`src/rhpm_pkg.sv`:
```
// ----------------------------------------------------------------------------
// rhpm_pkg
// Shared types and constants of the rolling hash pattern matcher.
// ----------------------------------------------------------------------------
package rhpm_pkg;

    localparam int BYTE_W = 8;

    // register index, taken from paddr[4:3]
    localparam logic [1:0] REG_PATTERN_BYTES  = 2'd0;
    localparam logic [1:0] REG_PATTERN_LENGTH = 2'd1;
    localparam logic [1:0] REG_HASH_BASE      = 2'd2;
    localparam logic [1:0] REG_MATCH_LIMIT    = 2'd3;

    localparam logic [3:0] RESET_LENGTH = 4'd1;
    localparam logic [7:0] RESET_BASE   = 8'd11;
    localparam logic [7:0] RESET_LIMIT  = 8'd2;
    localparam logic [7:0] OCC_MAX      = 8'hFF;

    // control shared by every cell of the window
    typedef struct packed {
        logic clear;   // start of text: zero the stored byte
        logic load;    // start of text: take pattern byte and active flag
        logic shift;   // take neighbour's byte (cell 0: the new text byte)
    } t_cell_ctl;

endpackage

```
`src/rhpm_cell.sv`:
```
// ----------------------------------------------------------------------------
// rhpm_cell
// One window cell: holds a text byte and the pattern byte it is checked
// against; passes its byte to the next cell on every shift.
// ----------------------------------------------------------------------------
module rhpm_cell #(
    parameter bit RESET_ACTIVE = 1'b0
) (
    input  logic                i_clk,
    input  logic                i_rst_n,
    input  rhpm_pkg::t_cell_ctl i_ctl,
    input  logic [7:0]          i_shift_in,
    input  logic [7:0]          i_pattern,
    input  logic                i_active,
    output logic [7:0]          o_byte,
    output logic                o_equal
);
    import rhpm_pkg::*;

    logic [BYTE_W-1:0] r_byte;
    logic [BYTE_W-1:0] r_pattern;
    logic              r_active;

    always_ff @(posedge i_clk) begin
        if (!i_rst_n) begin
            r_byte    <= '0;
            r_pattern <= '0;
            r_active  <= RESET_ACTIVE;
        end else begin
            if (i_ctl.clear) begin
                r_byte <= '0;
            end else if (i_ctl.shift) begin
                r_byte <= i_shift_in;
            end
            if (i_ctl.load) begin
                r_pattern <= i_pattern;
                r_active  <= i_active;
            end
        end
    end

    assign o_byte  = r_byte;
    // unused cells beyond the pattern length never veto a match
    assign o_equal = !r_active || (r_byte == r_pattern);

endmodule

```
`src/rolling_hash_pattern_matcher_core.sv`:
```
// ----------------------------------------------------------------------------
// rolling_hash_pattern_matcher_core
// Rabin-Karp matcher: rolling hash over a chain of window cells, with a
// bytewise check of every hash hit and a saturating occurrence count.
// ----------------------------------------------------------------------------
// Sequence: accept, subtract, multiply, compare for each input beat; a
//   start-of-text beat first computes the pattern hash, a step per byte.
// Input: a byte is taken only after the last has passed compare, which holds
//   while the output stalls; the hash does outgoing-byte subtract, base multiply.
// Reset: synchronous active low; registers to their reset values, window
//   cleared, pattern latched as for the reset register values.
// ----------------------------------------------------------------------------
module rolling_hash_pattern_matcher_core #(
    parameter int MAX_PATTERN   = 8,
    parameter int HASH_BITS     = 32,
    parameter int POSITION_BITS = 16,
    localparam int OUT_W = ((POSITION_BITS + 11 + 7) / 8) * 8
) (
    input  logic              i_clk,
    input  logic              i_rst_n,
    // text stream in
    input  logic              s_axis_tvalid,
    output logic              s_axis_tready,
    input  logic [7:0]        s_axis_tdata,   // [7:0] text_byte
    input  logic [0:0]        s_axis_tuser,   // [0] start_of_text
    // result stream out
    output logic              m_axis_tvalid,
    input  logic              m_axis_tready,
    output logic [OUT_W-1:0]  m_axis_tdata,   // hash_hit, match, match_start,
                                              // occurrence_count, limit_reached
    // configuration
    input  logic              psel,
    input  logic              penable,
    input  logic              pwrite,
    input  logic [4:0]        paddr,
    input  logic [63:0]       pwdata,
    output logic [63:0]       prdata,
    output logic              pready
);
    import rhpm_pkg::*;

    localparam int CNT_W  = (MAX_PATTERN > 1) ? $clog2(MAX_PATTERN) : 1;
    localparam int LEN_W  = $clog2(MAX_PATTERN + 1);
    localparam int PAT_W  = MAX_PATTERN * BYTE_W;
    localparam int PROD_W = HASH_BITS + BYTE_W;

    typedef enum logic [2:0] {
        S_IDLE,
        S_LATCH,
        S_SUB,
        S_MUL,
        S_CMP
    } t_state;

    // configuration registers
    logic [63:0] r_pattern_bytes;
    logic [3:0]  r_pattern_length;
    logic [7:0]  r_hash_base;
    logic [7:0]  r_match_limit;

    // latched text context
    t_state               r_state;
    logic [BYTE_W-1:0]    r_byte;
    logic [LEN_W-1:0]     r_act_len;
    logic [7:0]           r_act_base;
    logic [PAT_W-1:0]     r_act_pattern;
    logic [HASH_BITS-1:0] r_pat_hash;
    logic [HASH_BITS-1:0] r_base_pow;
    logic [HASH_BITS-1:0] r_hash;
    logic [LEN_W-1:0]     r_fill;
    logic [CNT_W-1:0]     r_cnt;
    logic [POSITION_BITS-1:0] r_pos;
    logic [7:0]           r_occ;
    logic                 r_out_valid;
    logic [OUT_W-1:0]     r_out_data;

    logic                 in_beat;
    logic                 cfg_wr;
    logic [LEN_W-1:0]     cfg_len;
    logic [BYTE_W-1:0]    old_byte;
    logic [HASH_BITS-1:0] mul_a;
    logic [PROD_W-1:0]    prod_a;
    logic [7:0]           mul_b;
    logic [PROD_W-1:0]    prod_b;
    logic                 full;
    logic                 hit;
    logic                 all_equal;
    logic                 n_good;
    logic [7:0]           n_occ;
    logic [POSITION_BITS-1:0] n_start;
    logic                 out_free;

    t_cell_ctl            cell_ctl;
    logic [BYTE_W-1:0]    cell_byte  [MAX_PATTERN];
    logic [BYTE_W-1:0]    cell_pat   [MAX_PATTERN];
    logic [MAX_PATTERN-1:0] cell_act;
    logic [MAX_PATTERN-1:0] cell_eq;

    assign in_beat       = s_axis_tvalid && s_axis_tready;
    assign s_axis_tready = (r_state == S_IDLE);
    assign cfg_wr        = psel && penable && pwrite && pready;
    assign pready        = 1'b1;
    assign out_free      = !r_out_valid || m_axis_tready;

    // -- APB register file -------------------------------------------------
    always_ff @(posedge i_clk) begin
        if (!i_rst_n) begin
            r_pattern_bytes  <= '0;
            r_pattern_length <= RESET_LENGTH;
            r_hash_base      <= RESET_BASE;
            r_match_limit    <= RESET_LIMIT;
        end else if (cfg_wr) begin
            unique case (paddr[4:3])
                REG_PATTERN_BYTES:  r_pattern_bytes  <= pwdata;
                REG_PATTERN_LENGTH: r_pattern_length <= pwdata[3:0];
                REG_HASH_BASE:      r_hash_base      <= pwdata[7:0];
                REG_MATCH_LIMIT:    r_match_limit    <= pwdata[7:0];
                default: ;
            endcase
        end
    end

    always_comb begin
        unique case (paddr[4:3])
            REG_PATTERN_BYTES:  prdata = r_pattern_bytes;
            REG_PATTERN_LENGTH: prdata = {60'd0, r_pattern_length};
            REG_HASH_BASE:      prdata = {56'd0, r_hash_base};
            REG_MATCH_LIMIT:    prdata = {56'd0, r_match_limit};
            default:            prdata = '0;
        endcase
    end

    // length 0 acts as 1, anything above the window depth as the depth
    always_comb begin
        if (r_pattern_length == 4'd0) begin
            cfg_len = LEN_W'(1);
        end else if (r_pattern_length > 4'(MAX_PATTERN)) begin
            cfg_len = LEN_W'(MAX_PATTERN);
        end else begin
            cfg_len = LEN_W'(r_pattern_length);
        end
    end

    // -- window chain --------------------------------------------------------
    // Cell i holds window[i] (newest byte in cell 0) and is checked against
    // pattern byte len-1-i, loaded at start of text.
    assign cell_ctl.clear = in_beat && s_axis_tuser[0];
    assign cell_ctl.load  = in_beat && s_axis_tuser[0];
    assign cell_ctl.shift = (r_state == S_MUL);

    for (genvar gi = 0; gi < MAX_PATTERN; gi++) begin : g_cell
        always_comb begin
            cell_pat[gi] = '0;
            for (int j = 0; j < MAX_PATTERN; j++) begin
                if (int'(cfg_len) - 1 - gi == j) begin
                    cell_pat[gi] = r_pattern_bytes[BYTE_W*j +: BYTE_W];
                end
            end
        end
        assign cell_act[gi] = (gi < int'(cfg_len));

        rhpm_cell #(
            .RESET_ACTIVE (gi == 0)
        ) u_cell (
            .i_clk      (i_clk),
            .i_rst_n    (i_rst_n),
            .i_ctl      (cell_ctl),
            .i_shift_in ((gi == 0) ? r_byte : cell_byte[(gi == 0) ? 0 : gi - 1]),
            .i_pattern  (cell_pat[gi]),
            .i_active   (cell_act[gi]),
            .o_byte     (cell_byte[gi]),
            .o_equal    (cell_eq[gi])
        );
    end

    // byte leaving the window: the oldest of the active cells
    always_comb begin
        old_byte = '0;
        for (int i = 0; i < MAX_PATTERN; i++) begin
            if (int'(r_act_len) - 1 == i) begin
                old_byte = cell_byte[i];
            end
        end
    end

    // -- hash datapath -------------------------------------------------------
    // Multiplier A: hash times base (pattern hash while latching).
    // Multiplier B: base power times base while latching, else times old byte.
    assign mul_a  = (r_state == S_LATCH) ? r_pat_hash : r_hash;
    assign prod_a = mul_a * r_act_base;
    assign mul_b  = (r_state == S_LATCH) ? r_act_base : old_byte;
    assign prod_b = r_base_pow * mul_b;

    // -- result --------------------------------------------------------------
    assign full      = (r_fill >= r_act_len);
    assign hit       = full && (r_hash == r_pat_hash);
    assign all_equal = &cell_eq;
    // once the limit is reached no further matches are reported
    assign n_good    = hit && all_equal && (r_occ < r_match_limit);
    assign n_occ     = (n_good && (r_occ != OCC_MAX)) ? r_occ + 8'd1 : r_occ;
    assign n_start   = full ? r_pos - POSITION_BITS'(r_act_len - LEN_W'(1))
                            : '0;

    // -- sequencer -----------------------------------------------------------
    always_ff @(posedge i_clk) begin
        if (!i_rst_n) begin
            r_state       <= S_IDLE;
            r_byte        <= '0;
            r_act_len     <= LEN_W'(1);
            r_act_base    <= RESET_BASE;
            r_act_pattern <= '0;
            r_pat_hash    <= '0;
            r_base_pow    <= HASH_BITS'(1);
            r_hash        <= '0;
            r_fill        <= '0;
            r_cnt         <= '0;
            r_pos         <= '0;
            r_occ         <= '0;
            r_out_valid   <= 1'b0;
            r_out_data    <= '0;
        end else begin
            if (m_axis_tvalid && m_axis_tready) begin
                r_out_valid <= 1'b0;
            end
            unique case (r_state)
                S_IDLE: begin
                    if (in_beat) begin
                        r_byte <= s_axis_tdata;
                        if (s_axis_tuser[0]) begin
                            r_hash        <= '0;
                            r_fill        <= '0;
                            r_pos         <= '0;
                            r_occ         <= '0;
                            r_act_len     <= cfg_len;
                            r_act_base    <= r_hash_base;
                            r_act_pattern <= r_pattern_bytes[PAT_W-1:0];
                            r_pat_hash    <= '0;
                            r_base_pow    <= HASH_BITS'(1);
                            r_cnt         <= '0;
                            r_state       <= S_LATCH;
                        end else begin
                            r_state <= S_SUB;
                        end
                    end
                end
                S_LATCH: begin
                    // Horner step over pattern byte r_cnt
                    r_pat_hash <= prod_a[HASH_BITS-1:0]
                                  + HASH_BITS'(r_act_pattern[BYTE_W*r_cnt +: BYTE_W]);
                    if (r_cnt != '0) begin
                        r_base_pow <= prod_b[HASH_BITS-1:0];
                    end
                    if (r_cnt == CNT_W'(r_act_len - LEN_W'(1))) begin
                        r_state <= S_SUB;
                    end else begin
                        r_cnt <= r_cnt + CNT_W'(1);
                    end
                end
                S_SUB: begin
                    if (full) begin
                        r_hash <= r_hash - prod_b[HASH_BITS-1:0];
                    end else begin
                        r_fill <= r_fill + LEN_W'(1);
                    end
                    r_state <= S_MUL;
                end
                S_MUL: begin
                    r_hash  <= prod_a[HASH_BITS-1:0] + HASH_BITS'(r_byte);
                    r_state <= S_CMP;
                end
                S_CMP: begin
                    if (out_free) begin
                        r_occ       <= n_occ;
                        r_pos       <= r_pos + POSITION_BITS'(1);
                        r_out_valid <= 1'b1;
                        r_out_data  <= OUT_W'({(n_occ >= r_match_limit), n_occ,
                                               n_start, n_good, hit});
                        r_state     <= S_IDLE;
                    end
                end
                default: r_state <= S_IDLE;
            endcase
        end
    end

    assign m_axis_tvalid = r_out_valid;
    assign m_axis_tdata  = r_out_data;

endmodule

```
`config.mk`:
```
export PLATFORM = sky130hd
export DESIGN_NAME = rolling_hash_pattern_matcher_core
export DESIGN_NICKNAME = d
export VERILOG_FILES = /design/src/rhpm_pkg.sv /design/src/rhpm_cell.sv /design/src/rolling_hash_pattern_matcher_core.sv
export SDC_FILE = /design/constraint.sdc
export NUM_CORES = 2
export LEC_CHECK = 0
export ABC_AREA = 1
export BUFFER_PORTS_ARGS = -buffer_cell sky130_fd_sc_hd__buf_2
export CAP_MARGIN = 20
export CORE_MARGIN = 1
export CORE_UTILIZATION = 35
export CTS_BUF_LIST = sky130_fd_sc_hd__clkbuf_8
export CTS_CLUSTER_SIZE = 10
export DETAILED_ROUTE_END_ITERATION = 7
export SYNTH_ARGS = -nofsm -noshare
export SYNTH_HDL_FRONTEND = slang
export SYNTH_SLANG_ARGS = --single-unit
```
`constraint.sdc`:
```
create_clock -name i_clk -period 9.31 [get_ports i_clk]
set_input_delay 0.931 -clock i_clk [delete_from_list [all_inputs] [get_ports i_clk]]
set_output_delay 0.931 -clock i_clk [all_outputs]
set_load 0.01 [all_outputs]
```
==> qor.yml <==
drt_iter0_drc: 3814
die-area_mm2: 0.120
path_clk_slew_ns: 0.06
numCtsBuffers: 87
numPortBuffers: 174
syn_avg_cell_area_um2: 6.89
ys_seq_area_share_pct: 22.3
gr-total-overflow: 0
total_power_mw: 10.3
ys_ff_latch: 462
drv_cap: 0
cts_hold_buf: 0
synth_enable_flop_cells: 0
ys_warn_count: 0
syn2layout_area_growth_pct: 10.7
die_y_um: 346
cp.required_ns: 9.94
hpwl_um: 128000
finalNetCount: 6695
worstSetupEndpointType: "register"
cts_max_path_buffers: 3
drcViolationCount: 0
ant_nets: 0
synthCells: 6005
powerDensity_mw_per_mm2: 224
clk_latency_ns: 0.77
routed_wl_um: 163000
vias: 41500
period_needed_ns: 8.66
startpoint_type: "register"
cp_max_fo: 11
synth.area.top_cells: "dfxtp_1, fa_1, nand2_1, inv_1, o21ai_0"
worstHoldPathType: "reg -> reg"
tightest_slew_ns: 1.09
cts_root_buf: "clkbuf_8"
path_class: "reg -> reg"
setup_viol: 0
max_freq_mhz: 115
core_mm2: 0.117
final_hold_viol_count: 0
fin_skew_ns: 0.0544
grt_pass1_wl_um: 246000
antenna_found_initial: 2
cts_sinks: 462
grt_max_degree: 104
first_pass_iters: 6
synth_cell_types: 77
io_pins: 184
ys.flop_type: "dfxtp_1"
grt_usage_pct: 26.7
p_leak_nw: 19.4
die_x_um: 346
setup_tns_ns: 0
status: "finished clean"
fin_crit_sh_pct: 93.1
crit_family: "adder cells"
final_max_slew_viol_count: 0
ir_worst_vdd_mv: 0.176
avgViaCountPerCell: 5.39
max_stage_delay_ns: 0.51
cts_max_level: 3
layoutNonFillerInstCount: 7696
cp_slowest_cell: "fa_1"
critPathBufInv: 13
initial_core_util_pct: 35.5
grt_pass1_vias: 39000
ys_async_sr_fraction_pct: 0
place_inst: 7539
worst_path_most_repeated_cell: "nand2_1"
yosys.area.top_type: "dfxtp_1"
crit_arrival_ns: 9.29
drive_gt1_share_pct: 8.93
relSlewSlack_pct: 26.4
hold_slack_ns: 0.444
final_core_util_pct: 39.3
placementRows: 125
avgRoutedWirePerCell_um: 21.1
syn_area_mm2: 0.0414
tritoncts: "done"
synth.top_cell.area_share_pct: 22.3
place_congestion: 0.969
-- where the power goes --
group / switching, mW / leakage [nW] / internal, mW
clock network: 0.987 / 1.06 / 1.23
logic: 4.00 / 14.6 / 1.80
registers: 0.160 / 3.74 / 2.10
-- worst min-delay path, stage by stage, from the launching register on --
cell and delay [ns]:
dfxtp_1 0.32, nand2_1 0.05, nand2_1 0.04
-- metrics by stage --
stage          setup slack, ns  area, µm²
6_report                 0.645      45800
5_1_grt                -0.0137      45800
3_5_place_dp             0.223      43800
2_1_floorplan             1.41      41400
4_1_cts                  0.140      45700
3_3_place_gp             0.225      43800
-- logic make-up (layout without fill, tap and decap cells) --
family                   count (synthesis)  in the layout  share of synthesized area, %
AND/OR/NAND/NOR                       2269           2269                          22.9
other                                    2              7                        0.0181
AO/OA/AOI/OAI                         1472           1472                          20.0
buffers and inverters                 1155           1317                          10.7
XOR/XNOR                               142            142                          3.21
flip-flops                             462            462                          22.3
adder cells (fa/ha/maj)                502            502                          20.9
multiplexers                             1              1                        0.0272
-- final cells by class --
type	instances	area, µm²
fill	12500	70800
multi-input combinational	4392	27800
sequential	462	9250
inverter	911	3430
tap	1524	1910
timing repair buffer	254	1510
clock buffer	106	1460
clock inverter	46	454
antenna	1	2.50
-- repair_timing --
| action | in CTS | in global routing |
|---|---|---|
| gates resized for setup | 0 | 22 |
| endpoints found under the setup margin | 0 | 15 |
| buffers inserted | 0 | 2 |
-- state kept, by name, indices dropped and copies added (netlist names), 16 cells and up --
signal	cells
g_cell.u_cell.o_byte	64
g_cell.u_cell.r_pattern	64
m_axis_tdata	27
r_act_pattern	64
r_base_pow	32
r_hash	32
r_pat_hash	32
r_pattern_bytes	64
r_pos	16
-- cell usage in the layout, fill, tap and decap left out, types with 8 or more instances in the layout --
cell / synthesis / final
nand3_1: 218 / 216
fa_1: 316 / 316
o21ai_1: 37 / 39
o211ai_1: 102 / 102
ha_1: 186 / 186
a31oi_1: 15 / 15
clkinv_1: 25 / 23
o22ai_1: 69 / 69
dfxtp_1: 462 / 462
xnor2_1: 58 / 58
nand4_1: 61 / 61
a211oi_1: 11 / 11
a21o_1: 9 / 9
clkinv_2: 0 / 9
o21ai_0: 568 / 564
nand2_2: 13 / 15
inv_2: 23 / 26
buf_4: 11 / 78
o2111ai_1: 13 / 13
nor2_1: 648 / 646
nor3_1: 49 / 49
clkbuf_8: 0 / 106
xor2_1: 74 / 74
nor2_4: 8 / 9
a21oi_1: 523 / 523
o21bai_1: 10 / 10
buf_2: 16 / 173
o21a_1: 14 / 14
nand2_1: 1172 / 1167
a221oi_1: 8 / 8
nor2_2: 15 / 16
nor4_1: 9 / 9
inv_1: 863 / 879
or2_2: 49 / 49
o221ai_1: 45 / 45
-- per-layer routing --
layer  track usage (%)  part of all wire [%]
met1              37.0                    45
met2              42.4                    45
met3              3.19                   6.6
met4              9.73                   3.8
met5                 0                0.0074
-- cell usage after synthesis (9+ instances only) --
master     instances
nand2_1         1172
inv_1            863
nor2_1           648
o21ai_0          568
a21oi_1          523
dfxtp_1          462
fa_1             316
nand3_1          218
clkbuf_1         205
ha_1             186
o211ai_1         102
xor2_1            74
o22ai_1           69
nand4_1           61
xnor2_1           58
nor3_1            49
or2_2             49
o221ai_1          45
o21ai_1           37
clkinv_1          25
inv_2             23
buf_2             16
a31oi_1           15
nor2_2            15
o21a_1            14
nand2_2           13
o2111ai_1         13
a211oi_1          11
buf_4             11
o21bai_1          10
a21o_1             9
buf_1              9
nor4_1             9
-- final timing paths --
path,startpoint,end,slack (ns),depth (start not counted)
worst min-delay path,r_act_pattern[56],r_act_pattern[56],0.44,2
worst max-delay path,r_act_len[1],r_hash[30],0.65,55
worst max register to register,r_act_len[1],r_hash[30],0.65,55
worst min register to register,r_act_pattern[56],r_act_pattern[56],0.44,2
Note: power is estimated with default switching activity, not from simulation.
